### config.mk
export PLATFORM = sky130hd
export DESIGN_NAME = census_sad_window_cost_core
export DESIGN_NICKNAME = d
export VERILOG_FILES = /design/src/rtl/csw_pkg.sv /design/src/rtl/csw_lane.sv /design/src/rtl/csw_merge.sv /design/src/rtl/csw_div441.sv /design/src/rtl/census_sad_window_cost_core.sv
export SDC_FILE = /design/constraint.sdc
export NUM_CORES = 1
export LEC_CHECK = 0
export ABC_AREA = 1
export ABC_CLOCK_PERIOD_IN_PS = 8750
export BUFFER_PORTS_ARGS = -buffer_cell sky130_fd_sc_hd__buf_2
export CAP_MARGIN = 20
export CORE_ASPECT_RATIO = 0.5
export CORE_UTILIZATION = 25
export DETAILED_ROUTE_END_ITERATION = 8
export SETUP_SLACK_MARGIN = 0.3
export SLEW_MARGIN = 25
export SYNTH_ARGS = -nofsm -noshare
export SYNTH_HDL_FRONTEND = slang
export SYNTH_SLANG_ARGS = --single-unit
### constraint.sdc
create_clock -name clk -period 8.75 [get_ports clk]
set_input_delay 0.4375 -clock clk [delete_from_list [all_inputs] [get_ports clk]]
set_output_delay 0.4375 -clock clk [all_outputs]
set_load 0.05 [all_outputs]
### src/rtl/csw_pkg.sv
package csw_pkg;

	localparam int FIELD_LANES = 4;
	localparam int LANES       = 4;
	localparam int ACT_LANES   = (LANES < FIELD_LANES) ? LANES : FIELD_LANES;

	localparam int PIX_W      = 8;
	localparam int DIFF_SUM_W = PIX_W + ((ACT_LANES > 1) ? $clog2(ACT_LANES) : 0);
	localparam int CNT_W      = $clog2(ACT_LANES + 1);

	localparam int SAD_ACC_W = 17;
	localparam int CEN_ACC_W = 9;
	localparam int SAD_FRAC  = 8;
	localparam int CEN_FRAC  = 16;

	localparam int NORM_SIDE = 21;
	localparam int NORM_DIV  = NORM_SIDE * NORM_SIDE;
	localparam int HALF_DIV  = NORM_DIV / 2;
	localparam int DIV_W     = $clog2(NORM_DIV + 1);

	localparam int NUM_W       = SAD_ACC_W + SAD_FRAC;
	localparam int RECIP_SHIFT = NUM_W + 1;
	localparam int RECIP_W     = 18;
	localparam logic [RECIP_W-1:0] RECIP = RECIP_W'((64'd1 << RECIP_SHIFT) / NORM_DIV);
	localparam int PROD_W = NUM_W + RECIP_W;
	localparam int Q_W    = PROD_W - RECIP_SHIFT;
	localparam int QM_W   = Q_W + DIV_W;
	localparam int REM_W  = DIV_W + 1;

	localparam int COST_W = 16;
	localparam logic [COST_W-1:0] COST_MAX = '1;

	typedef struct packed {
		logic load_s1;
		logic take_s1;
		logic load_s2;
		logic load_s3;
		logic load_s4;
	} pipe_en_t;

endpackage

### src/rtl/csw_lane.sv
module csw_lane
	import csw_pkg::*;
(
	input  logic             clk,
	input  pipe_en_t         en,
	input  logic [PIX_W-1:0] left_pix,
	input  logic [PIX_W-1:0] right_pix,
	input  logic [PIX_W-1:0] left_center,
	input  logic [PIX_W-1:0] right_center,
	output logic [PIX_W-1:0] diff_s1,
	output logic             miss_s1
);

	logic [PIX_W-1:0] diff;
	logic             lbit;
	logic             rbit;

	assign diff = (left_pix >= right_pix) ? (left_pix - right_pix) : (right_pix - left_pix);
	// census bit: pixel not below its center
	assign lbit = (left_pix >= left_center);
	assign rbit = (right_pix >= right_center);

	always_ff @(posedge clk) begin
		if (en.load_s1) begin
			diff_s1 <= diff;
			miss_s1 <= lbit ^ rbit;
		end
	end

endmodule

### src/rtl/csw_merge.sv
module csw_merge
	import csw_pkg::*;
(
	input  logic                 clk,
	input  logic                 arst_n,
	input  pipe_en_t             en,
	input  logic                 end_s1,
	input  logic [PIX_W-1:0]     diff_s1 [ACT_LANES],
	input  logic                 miss_s1 [ACT_LANES],
	output logic [SAD_ACC_W-1:0] sad_sum_s2,
	output logic [CEN_ACC_W-1:0] cen_sum_s2
);

	logic [SAD_ACC_W-1:0]  sad_acc_q;
	logic [CEN_ACC_W-1:0]  cen_acc_q;
	logic [DIFF_SUM_W-1:0] diff_sum;
	logic [CNT_W-1:0]      miss_cnt;
	logic [SAD_ACC_W:0]    sad_tot;
	logic [CEN_ACC_W:0]    cen_tot;
	logic [SAD_ACC_W-1:0]  sad_sat;
	logic [CEN_ACC_W-1:0]  cen_sat;

	always_comb begin
		diff_sum = '0;
		miss_cnt = '0;
		for (int i = 0; i < ACT_LANES; i++) begin
			diff_sum = diff_sum + DIFF_SUM_W'(diff_s1[i]);
			miss_cnt = miss_cnt + CNT_W'(miss_s1[i]);
		end
		sad_tot = {1'b0, sad_acc_q} + (SAD_ACC_W + 1)'(diff_sum);
		cen_tot = {1'b0, cen_acc_q} + (CEN_ACC_W + 1)'(miss_cnt);
		// all terms are non-negative, so clamping the total matches per-lane clamping
		sad_sat = sad_tot[SAD_ACC_W] ? '1 : sad_tot[SAD_ACC_W-1:0];
		cen_sat = cen_tot[CEN_ACC_W] ? '1 : cen_tot[CEN_ACC_W-1:0];
	end

	always_ff @(posedge clk or negedge arst_n) begin
		if (!arst_n) begin
			sad_acc_q <= '0;
			cen_acc_q <= '0;
		end else if (en.take_s1) begin
			sad_acc_q <= end_s1 ? '0 : sad_sat;
			cen_acc_q <= end_s1 ? '0 : cen_sat;
		end
	end

	always_ff @(posedge clk) begin
		if (en.load_s2) begin
			sad_sum_s2 <= sad_sat;
			cen_sum_s2 <= cen_sat;
		end
	end

endmodule

### src/rtl/csw_div441.sv
module csw_div441
	import csw_pkg::*;
(
	input  logic              clk,
	input  pipe_en_t          en,
	input  logic [NUM_W-1:0]  num_s2,
	output logic [COST_W-1:0] cost_s4
);

	logic [NUM_W-1:0]  num_s3;
	logic [PROD_W-1:0] prod_s3;
	logic [Q_W-1:0]    q_est;
	logic [QM_W-1:0]   qm;
	logic [REM_W-1:0]  rem;
	logic [Q_W-1:0]    q;

	always_ff @(posedge clk) begin
		if (en.load_s3) begin
			num_s3  <= num_s2;
			prod_s3 <= PROD_W'(num_s2) * PROD_W'(RECIP);
		end
	end

	// reciprocal estimate is exact or one low
	always_comb begin
		q_est = prod_s3[PROD_W-1:RECIP_SHIFT];
		qm    = QM_W'(q_est) * QM_W'(NORM_DIV);
		rem   = REM_W'(QM_W'(num_s3) - qm);
		q     = q_est + Q_W'(rem >= REM_W'(NORM_DIV));
	end

	always_ff @(posedge clk) begin
		if (en.load_s4) begin
			cost_s4 <= (q > Q_W'(COST_MAX)) ? COST_MAX : q[COST_W-1:0];
		end
	end

endmodule

### src/rtl/census_sad_window_cost_core.sv
// channel  handshake               payload
// pix      pix_valid / pix_ready   left_pix0..3, right_pix0..3, left_center,
//                                  right_center, window_end
// cost     cost_valid / cost_ready sad_cost, census_cost
//
// one pixel beat per clock while pix_ready is high; lanes work in parallel and the merge accumulates per beat
// a window_end beat passes the register stages (lanes, merge, reciprocal multiply,
// correction) in that order before it can be taken as a cost beat
// arst_n clears the stage valids and both accumulators
// an end beat waits in the first stage only while all cost stages downstream are
// full and cost_ready is low; any beat behind it waits at the input meanwhile
module census_sad_window_cost_core
	import csw_pkg::*;
(
	input  logic              clk,
	input  logic              arst_n,
	input  logic              pix_valid,
	output logic              pix_ready,
	input  logic [PIX_W-1:0]  left_pix0,
	input  logic [PIX_W-1:0]  left_pix1,
	input  logic [PIX_W-1:0]  left_pix2,
	input  logic [PIX_W-1:0]  left_pix3,
	input  logic [PIX_W-1:0]  right_pix0,
	input  logic [PIX_W-1:0]  right_pix1,
	input  logic [PIX_W-1:0]  right_pix2,
	input  logic [PIX_W-1:0]  right_pix3,
	input  logic [PIX_W-1:0]  left_center,
	input  logic [PIX_W-1:0]  right_center,
	input  logic              window_end,
	output logic              cost_valid,
	input  logic              cost_ready,
	output logic [COST_W-1:0] sad_cost,
	output logic [COST_W-1:0] census_cost
);

	logic [PIX_W-1:0]     left_arr  [FIELD_LANES];
	logic [PIX_W-1:0]     right_arr [FIELD_LANES];
	logic [PIX_W-1:0]     diff_s1   [ACT_LANES];
	logic                 miss_s1   [ACT_LANES];
	logic                 end_s1;
	logic                 v_s1;
	logic                 v_s2;
	logic                 v_s3;
	logic                 v_s4;
	logic                 free2;
	logic                 free3;
	logic                 free4;
	logic [SAD_ACC_W-1:0] sad_sum_s2;
	logic [CEN_ACC_W-1:0] cen_sum_s2;
	logic [NUM_W-1:0]     sad_num_s2;
	logic [NUM_W-1:0]     cen_num_s2;
	pipe_en_t             en;

	assign left_arr[0]  = left_pix0;
	assign left_arr[1]  = left_pix1;
	assign left_arr[2]  = left_pix2;
	assign left_arr[3]  = left_pix3;
	assign right_arr[0] = right_pix0;
	assign right_arr[1] = right_pix1;
	assign right_arr[2] = right_pix2;
	assign right_arr[3] = right_pix3;

	always_comb begin
		free4      = !v_s4 || cost_ready;
		free3      = !v_s3 || free4;
		free2      = !v_s2 || free3;
		en.load_s4 = v_s3 && free4;
		en.load_s3 = v_s2 && free3;
		en.take_s1 = v_s1 && (!end_s1 || free2);
		en.load_s2 = v_s1 && end_s1 && free2;
		pix_ready  = !v_s1 || en.take_s1;
		en.load_s1 = pix_valid && pix_ready;
	end

	always_ff @(posedge clk or negedge arst_n) begin
		if (!arst_n) begin
			v_s1 <= 1'b0;
			v_s2 <= 1'b0;
			v_s3 <= 1'b0;
			v_s4 <= 1'b0;
		end else begin
			v_s1 <= en.load_s1 || (v_s1 && !en.take_s1);
			v_s2 <= en.load_s2 || (v_s2 && !en.load_s3);
			v_s3 <= en.load_s3 || (v_s3 && !en.load_s4);
			v_s4 <= en.load_s4 || (v_s4 && !cost_ready);
		end
	end

	always_ff @(posedge clk) begin
		if (en.load_s1) begin
			end_s1 <= window_end;
		end
	end

	for (genvar g = 0; g < ACT_LANES; g++) begin : g_lane
		csw_lane u_lane (
			.clk          (clk),
			.en           (en),
			.left_pix     (left_arr[g]),
			.right_pix    (right_arr[g]),
			.left_center  (left_center),
			.right_center (right_center),
			.diff_s1      (diff_s1[g]),
			.miss_s1      (miss_s1[g])
		);
	end

	csw_merge u_merge (
		.clk        (clk),
		.arst_n     (arst_n),
		.en         (en),
		.end_s1     (end_s1),
		.diff_s1    (diff_s1),
		.miss_s1    (miss_s1),
		.sad_sum_s2 (sad_sum_s2),
		.cen_sum_s2 (cen_sum_s2)
	);

	// scale to fixed point and add half the divisor for rounding
	assign sad_num_s2 = {sad_sum_s2, SAD_FRAC'(HALF_DIV)};
	assign cen_num_s2 = {cen_sum_s2, CEN_FRAC'(HALF_DIV)};

	csw_div441 u_div_sad (
		.clk     (clk),
		.en      (en),
		.num_s2  (sad_num_s2),
		.cost_s4 (sad_cost)
	);

	csw_div441 u_div_cen (
		.clk     (clk),
		.en      (en),
		.num_s2  (cen_num_s2),
		.cost_s4 (census_cost)
	);

	assign cost_valid = v_s4;

endmodule

Word-level counts from Yosys, hierarchy flattened
Index checks and enable logic that the tools add are counted.
{"block": "word_totals", "regBits": 207, "in_bits": 85, "output_inout_bits": 34, "wordCells": 102}
{"block": "classes", "n_addsub": 20, "n_mul": 4, "order_cmp": 16, "mux": 8, "bitwise": 4, "reduce_logical": 28}
{"cell": "$ge A8 B8 Y1", "count": 12}
{"cell": "$mul A23 B17 Y40 const B", "count": 2}
{"cell": "$sub A8 B8 Y8", "count": 8}
{"cell": "$add A17 B1 Y17", "count": 2}
{"cell": "$gt A17 B16 Y1 const B", "count": 2}
{"cell": "$mul A17 B9 Y10 const B", "count": 2}
{"cell": "$mux W17", "count": 2}
{"cell": "$mux W8", "count": 4}
{"cell": "$add A10 B8 Y10", "count": 2}
{"cell": "$ge A10 B9 Y1 const B", "count": 2}
{"cell": "$add A17 B10 Y18", "count": 1}
{"cell": "$mux W9", "count": 2}
{"cell": "$add A9 B3 Y10", "count": 1}
{"cell": "$logic_and A1 B1 Y1", "count": 10}
{"cell": "$sub A10 B10 Y10", "count": 1}
{"cell": "$sub A8 B10 Y10 const A", "count": 1}
{"cell": "$add A8 B8 Y9", "count": 1}
{"cell": "$logic_not A1 Y1", "count": 9}
{"cell": "$logic_or A1 B1 Y1", "count": 9}
{"cell": "$add A3 B1 Y3", "count": 2}
{"cell": "$xor A1 B1 Y1", "count": 4}
{"cell": "$add A1 B1 Y2", "count": 1}

Longest topological paths before layout
Gate-level depths: netlist (run 1).
{"block": "depth", "word_depth": 9, "mapped_depth": 30}

Modules after synthesis
From an unflattened synthesis (run 1), not the netlist that was laid out.
{"block": "hier_totals", "cells_unflattened": 4147, "hier_area_um2": 32876.5}
{"module": "csw_div441 (u_div_sad)", "instances": 1, "cells_each": 1357, "area_per_inst_um2": 11258.3, "seq_area_each_um2": 1291.2}
{"module": "csw_div441 (u_div_cen)", "instances": 1, "cells_each": 1320, "area_per_inst_um2": 11103.1, "seq_area_each_um2": 1291.2}
{"module": "csw_lane", "instances": 4, "cells_each": 248, "area_per_inst_um2": 1616.6, "seq_area_each_um2": 270.3}
{"module": "csw_merge", "instances": 1, "cells_each": 445, "area_per_inst_um2": 3798.6, "seq_area_each_um2": 1431.4}
{"module": "census_sad_window_cost_core", "instances": 1, "cells_each": 33, "area_per_inst_um2": 250.2, "seq_area_each_um2": 130.1}

Least setup slack after synthesis (run 1)
OpenSTA, ideal clock, no wires.
{"block": "synth_path", "path_kind": "flip-flop to flip-flop", "start": "register u_div_sad.prod_s3[29]", "end": "register u_div_sad.cost_s4[0], data pin", "arrival_time_ns": 4.931, "t_required_ns": 8.488, "slack_ns": 3.557, "path_stages_with_launch": 26, "path_buffers": 0, "period_less_slack_ns": 5.193, "cell_sequence": "edfxtp_1 > inv_1 > fa_1 > inv_1 > ha_1 > fa_1 > fa_1 > fa_1 > inv_1 > ha_1 > a21oi_1 > o31ai_1 > a21oi_1 > nand3_1 > nand2_1 > inv_1 > nand2_1 > ha_1 > nand2_2 > nor2_2 > nand3_2 > nor2_4 > nand2_2 > nor3_2 > xor2_1 > or2_2"}
{"block": "synth_between", "elab_chain_cells": 5}
{"item": "start, declared", "line": "csw_div441.sv:11", "rtl": "logic [PROD_W-1:0] prod_s3;"}
{"item": "start signal, assigned", "line": "csw_div441.sv:20", "rtl": "prod_s3 <= PROD_W'(num_s2) * PROD_W'(RECIP);"}
{"item": "$mul A17 B9 Y10", "line": "csw_div441.sv:27", "rtl": "qm = QM_W'(q_est) * QM_W'(NORM_DIV);"}
{"item": "$sub A10 B10 Y10", "line": "csw_div441.sv:28", "rtl": "rem = REM_W'(QM_W'(num_s3) - qm);"}
{"item": "$ge A10 B9 Y1", "line": "csw_div441.sv:29", "rtl": "q = q_est + Q_W'(rem >= REM_W'(NORM_DIV));"}
{"item": "$add A17 B1 Y17 *", "line": "csw_div441.sv:29"}
{"item": "$gt A17 B16 Y1", "line": "csw_div441.sv:34", "rtl": "cost_s4 <= (q > Q_W'(COST_MAX)) ? COST_MAX : q[COST_W-1:0];"}
{"item": "end signal, assigned", "line": "csw_div441.sv:34"}
{"item": "end, declared", "line": "csw_div441.sv:7", "rtl": "output logic [COST_W-1:0] cost_s4"}
Mark *: on every way between the ends. The rest lies on a longest branch, timed or not.
A chain may end at the register's enable or synchronous reset.

Worst setup path after layout (run 1)
{"block": "layout_path", "start": "register u_div_sad.prod_s3[29]", "end": "register u_div_sad.cost_s4[7], data pin"}
The elaborated chain is that of the path after synthesis.

==> results of run 1 <==
-- cells in the mapped netlist, types with 4 or more instances --
library cell | n | area (µm²)
o21ai_0 | 103 | 515
o2111ai_2 | 4 | 60.1
a21o_1 | 20 | 150
fa_1 | 182 | 3640
a22o_1 | 6 | 52.6
o211ai_1 | 4 | 30.0
a21oi_1 | 170 | 851
o311ai_0 | 5 | 43.8
nand2_1 | 552 | 2070
xor2_1 | 89 | 780
ha_1 | 470 | 5880
nor2_1 | 145 | 544
a31oi_1 | 8 | 50.1
nand3_1 | 120 | 601
nand4_1 | 44 | 275
dfrtp_1 | 30 | 751
edfxtp_1 | 131 | 3930
o221ai_1 | 12 | 105
inv_1 | 672 | 2520
o21bai_1 | 14 | 105
or2_2 | 8 | 50.1
o21a_1 | 5 | 37.5
buf_2 | 19 | 95.1
nand3b_1 | 5 | 37.5
nor3_1 | 24 | 120
o2111ai_1 | 4 | 35.0
xnor2_1 | 34 | 298
mux2i_1 | 4 | 40.0
-- how the worst min path moves through the flow --
stage	start	end	slack [ns]
floorplan	arst_n	cost_valid$_DFF_PN0_	0.14
detailed placement	v_s2$_DFF_PN0_	v_s3$_DFF_PN0_	0.47
global placement	v_s2$_DFF_PN0_	v_s3$_DFF_PN0_	0.46
finish	arst_n	v_s3$_DFF_PN0_	0.04
global route	arst_n	v_s3$_DFF_PN0_	0.08
CTS	arst_n	cost_valid$_DFF_PN0_	0.05
-- through the flow --
step,area [µm²],setup slack (ns),hold slack [ns],util (%),instances
after floorplan,23900,3.56,0.142,-,2919
after detailed placement,26000,3.05,0.471,27.7,4266
after global routing,26600,2.61,0.0784,28.3,4300
after global placement,26000,3.15,0.458,27.6,4265
after CTS,26500,3.02,0.0508,28.3,4298
final,26600,3.06,0.0373,28.3,4300
-- cells by family (layout without fill, tap and decap cells) --
logic type,Yosys count,in the layout,synth area share [%]
AO/OA/AOI/OAI,362,362,8.72
adder cells (fa/ha/maj),652,652,39.8
other,0,1,0
AND/OR/NAND/NOR,914,914,15.9
flip-flops,161,161,19.6
multiplexers,4,4,0.167
XOR/XNOR,123,123,4.50
buffers and inverters,703,828,11.3
-- layout make-up --
type                    count  area [µm²]  share of cell area, %
diodes                      1        2.50                0.00942
clock buffers              21         440                   1.66
clock inverters            11         131                  0.494
inverters                 674        2530                   9.52
multi-input cells        2055       16600                   62.3
flip-flops and latches    161        4680                   17.6
well taps                1255        1570                   5.91
repair buffers            122         653                   2.46
-- metal layers --
layer / wire [µm] / part of all wire [%] / up-vias
li1: - / - / 9604
met1: 28100 / 49 / 8876
met2: 26000 / 46 / 348
met3: 2190 / 3.8 / 65
met4: 764 / 1.3 / 6
met5: 39 / 0.068 / -
-- registers in the layout (all words and copies together), names as in the netlist, 2 cells and up --
register	cells
g_lane.u_lane.miss_s1	4
u_div_sad.prod_s3	17
g_lane.u_lane.diff_s1	32
u_div_cen.prod_s3	17
u_div_sad.cost_s4	16
u_merge.sad_acc_q	17
u_merge.cen_acc_q	9
u_merge.cen_sum_s2	9
u_merge.sad_sum_s2	17
u_div_cen.cost_s4	16
u_div_sad.num_s3	2
-- worst max-delay path, delay by kind of cell (launching register included) --
family | cells | cell delay [ns]
AOI/OAI and AO/OA | 4 | 0.61
xor gates and xnor gates | 1 | 0.10
DFF | 1 | 0.47
and+or+nand+nor | 9 | 0.94
adders and majority gates | 7 | 2.88
buffers and inverters | 5 | 0.42
==> reports/qor.yml, run 1 <==
synthesis:
  async_flop_share_pct: 18.6
  yosys_warnings: 0
  syn_area_per_cell_um2: 8.20
  synth_edf_count: 131
  syn_inst: 2919
  syn_nets: 3656
  synth_flop_cell: "edfxtp_1"
  yosysSeqAreaShare_pct: 19.6
  syn_area_um2: 23900
  ys_ff_latch: 161
  ys_types: 50
global_route:
  grt_antenna_before_repair: 7
  grt_use_total_pct: 11.9
  grt_pass1_wl_mm: 94.5
  grt.met2_usage_pct: 19.8
  grtUsageMet1_pct: 16.3
  grt_pass1_vias: 19000
  busiest_layer: "met2"
  grt_start_max_net_pins: 37
  grt.overflow.total: 0
  globalRouteMet3Util_pct: 1.78
cells_and_area:
  fill_cells: 10100
  mostFrequentLayoutCell: "inv_1"
  final_cell_mix: "inv_1 (671), nand2_1 (552), ha_1 (470)"
  final_nets: 3768
  area_delta_synth_final_pct: 11.0
  drive_gt1_share_pct: 5.75
setup_path:
  critPathLaunchType: "flop"
  critPathLaunch: "u_div_sad.prod_s3[29]$_DFFE_PP_"
  reg2regPathDepth: 26
  worstPathRequired_ns: 8.94
  r2r-end: "u_div_sad.cost_s4[7]$_SDFFCE_PN1P_"
  cp-end-kind: "flop"
  ff2ff_setup_slack_ns: 3.06
  crit_arrival_ns: 5.88
  critPathSlowestCell: "fa_1"
  crit_type: "reg2reg"
  rr_startpoint: "u_div_sad.prod_s3[29]$_DFFE_PP_"
  cp-endpoint: "u_div_sad.cost_s4[7]$_SDFFCE_PN1P_"
  critPathMaxStageDelay_ns: 0.54
  critPathMaxFanout: 15
drt:
  num_vias: 18900
  wirelength_mm: 57.0
  drtIter0Drc: 891
  antenna_left: 0
  drc_errors: 0
  viasPerCell: 4.40
  first_pass_iters: 7
  wire_per_inst_um: 13.3
timing:
  period_minus_slack_ns: 5.69
  fin_crit_sh_pct: 65.0
  tns_ns: 0
  finalSetupViolations: 0
  max_freq_ghz: 0.176
  slew_viol_final: 0
  finalHoldViolCount: 0
  worst_slew_pin_slew_ns: 1.04
  grt_setup_unrepaired: "false"
  finalClockSkew_ns: 0.0137
  slew_headroom_pct: 30.8
clock_tree:
  root_buffer: "clkbuf_16"
  htree_levels: 4
  ctsHoldBuffers: 0
  cts_tree: "done"
  clk_pin_slew_worst_paths_ns: 0.07
  numCtsBuffers: 17
  cts.sinks: 161
  ctsResizeCount: 0
  clk_latency_ns: 0.45
  cts_buffer_depth: 2
  cts_setup_buffers: 0
floorplan:
  die_area_um2: 97100
  die_x_um: 440
  start_util_pct: 25.5
  io_pins: 119
  coreArea_um2: 93900
  die_y_um: 221
  rows: 79
placement:
  io_buffers: 118
  dp.final_hpwl_mm: 49.5
  routabilityCongestion: 0.913
status:
  status: "completed"
run:
  drv_cap: 0
worst_hold_path:
  hp-class: "in2async"
Power of run 1 is left out: the tool's default activity adds up to more than one toggle a clock period on the data nets, which glitch-free logic cannot reach.
==> run 2, diff against run 1 <==
- ABC_CLOCK_PERIOD_IN_PS: 8750 -> 5700
- clock period: 8.75 -> 5.7 ns (I/O delays scaled with it)
==> run 2 against run 1 <==
Net effect: fmax rose by 9.2%; setup slack got worse by 2.6 ns; cell count up 1.2%; sequential share of layout area down 0.40 points; critical path type unchanged; highest routed layer unchanged.
==> reports/qor.yml, run 2 (same netlist as run 1, synthesis figures left out) <==
status:
  status: "completed"
worst_hold_path:
  hp-class: "in2reg"
  holdPathStages: 3
  min_to: "v_s1$_DFF_PN0_"
  hold_start: "pix_valid"
cells_and_area:
  mostFrequentLayoutCell: "inv_1"
  final_cell_area_um2: 27200
  largest-register: "g_lane.u_lane.diff_s1"
  largest_reg_flops: 32
  fill_cells: 9985
  area_delta_synth_final_pct: 13.6
  final_nets: 3821
  drive_gt1_share_pct: 8.49
  final_cell_mix: "inv_1 (665), nand2_1 (548), ha_1 (461)"
setup_path:
  crit_path_frequent_cell: "fa_1"
  crit_type: "reg2reg"
  critPathMaxStageDelay_ns: 0.59
  worstPathRequired_ns: 5.90
  critPathLaunchType: "flop"
  worstPathCellList: "ha_1, ha_1, inv_1, fa_1, fa_1, fa_1, inv_1, fa_1, ha_1, nand2_1, nor2_1, inv_1, nor3_1, a21o_1, nand2_1, nand3_1, nand2_1"
  r2r-end: "u_div_sad.prod_s3[40]$_DFFE_PP_"
  ff2ff_setup_slack_ns: 0.49
  critPathMaxFanout: 7
  cp-end-kind: "flop"
  reg2regPathDepth: 17
  crit_arrival_ns: 5.41
  critPathSlowestCell: "edfxtp_1"
  rr_startpoint: "u_merge.sad_sum_s2[10]$_DFFE_PP_"
clock_tree:
  clk_latency_ns: 0.46
  clk_pin_slew_worst_paths_ns: 0.07
  cts.sinks: 161
  numCtsBuffers: 17
  htree_levels: 4
  cts_buffer_depth: 2
  root_buffer: "clkbuf_16"
  cts_tree: "done"
floorplan:
  die_area_um2: 97100
  start_util_pct: 25.5
  io_pins: 119
  rows: 79
  die_y_um: 221
  coreArea_um2: 93900
  die_x_um: 440
placement:
  dp.final_hpwl_mm: 50.0
  routabilityCongestion: 0.936
  io_buffers: 118
  placed_cell_area_um2: 26100
timing:
  fin_crit_sh_pct: 91.4
  tns_ns: 0
  worst_slew_pin_slew_ns: 0.951
  max_freq_ghz: 0.192
  finalHoldViolCount: 0
  grt_setup_unrepaired: "true"
  period_minus_slack_ns: 5.21
  slew_viol_final: 0
  finalClockSkew_ns: 0.0132
  slew_headroom_pct: 36.6
  finalSetupViolations: 0
global_route:
  grt_pass1_wl_mm: 96.4
  grt_antenna_before_repair: 6
  grt_use_total_pct: 12.1
  grt_start_max_net_pins: 37
  grt.overflow.total: 0
  grt_pass1_vias: 19100
drt:
  viasPerCell: 4.35
  drtIter0Drc: 943
  wirelength_mm: 58.3
  drc_errors: 0
  wire_per_inst_um: 13.4
  first_pass_iters: 6
  antenna_left: 0
  num_vias: 18900
run:
  drv_cap: 0
run 2: cell count changes in the layout (fill, tap and decap cells not counted), sizes merged:
cell,change
buf,+50
bufinv,-1
clkbuf,-4
clkinv,-5
clkinvlp,+1
dlygate4sd3,+2
inv,+10
run 2: how the worst max path moves through the flow:
stage                                                 from                             endpoint  cells after the start
after detailed placement   u_div_cen.prod_s3[31]$_DFFE_PP_   u_div_cen.cost_s4[5]$_SDFFCE_PN1P_                     23
after CTS                  u_div_sad.prod_s3[29]$_DFFE_PP_   u_div_sad.cost_s4[7]$_SDFFCE_PN1P_                     27
after global placement     u_div_cen.prod_s3[31]$_DFFE_PP_  u_div_cen.cost_s4[13]$_SDFFCE_PN1P_                     23
after floorplan            u_div_sad.prod_s3[29]$_DFFE_PP_   u_div_sad.cost_s4[0]$_SDFFCE_PN1P_                     25
final                     u_merge.sad_sum_s2[10]$_DFFE_PP_      u_div_sad.prod_s3[40]$_DFFE_PP_                     17
after global routing       u_div_cen.prod_s3[29]$_DFFE_PP_  u_div_cen.cost_s4[15]$_SDFFCE_PN1P_                     28
run 2: area by class of cell:
class	count	area, µm²	share of cell area, %
inverters	674	2530	9.31
clock buffers	17	425	1.56
clock inverters	15	159	0.584
well taps	1255	1570	5.77
repair inverters	1	7.51	0.0276
repair buffers	174	1060	3.88
flip-flops and latches	161	4680	17.2
diodes	1	2.50	0.00920
multi-input cells	2055	16800	61.6
run 2: layer usage:
layer / share of wire, % / GRT usage, % / vias up
li1: - / - / 9701
met1: 50 / 16.9 / 8844
met2: 45 / 19.9 / 320
met3: 3.2 / 1.63 / 64
met4: 1.4 / 2.63 / 8
met5: 0.075 / 0 / -
run 2: what timing repair did:
| item | in CTS | in global routing |
|---|---|---|
| pin swaps | 0 | 25 |
| resized for setup | 1 | 44 |
| setup endpoints to repair | 11 | 43 |
| gates cloned | 0 | 1 |
| hold endpoints to repair | 31 | 0 |
| buffers inserted | 0 | 36 |
| hold buffers | 2 | 0 |
run 2: critical path, delay by kind of cell, from the launching register on:
kind                       cells  cell delay (ns)
DFF                            1             0.59
buffers and inverters          3             0.18
adders and majority gates      7             3.04
AOI/OAI and AO/OA              1             0.21
and+or+nand+nor                6             0.93
run 2: stage by stage:
step                      util, %  setup WS, ns  instances  hold WS [ns]
after CTS                    28.4         0.300       4314        0.0310
final                        29.0         0.492       4353        0.0620
after floorplan                 -         0.507       2919       -0.0106
after detailed placement     27.8         0.272       4280         0.393
after global routing         29.0         0.246       4353        0.0451
after global placement       27.8         0.317       4279         0.392
Power of run 2 is left out for the same reason.
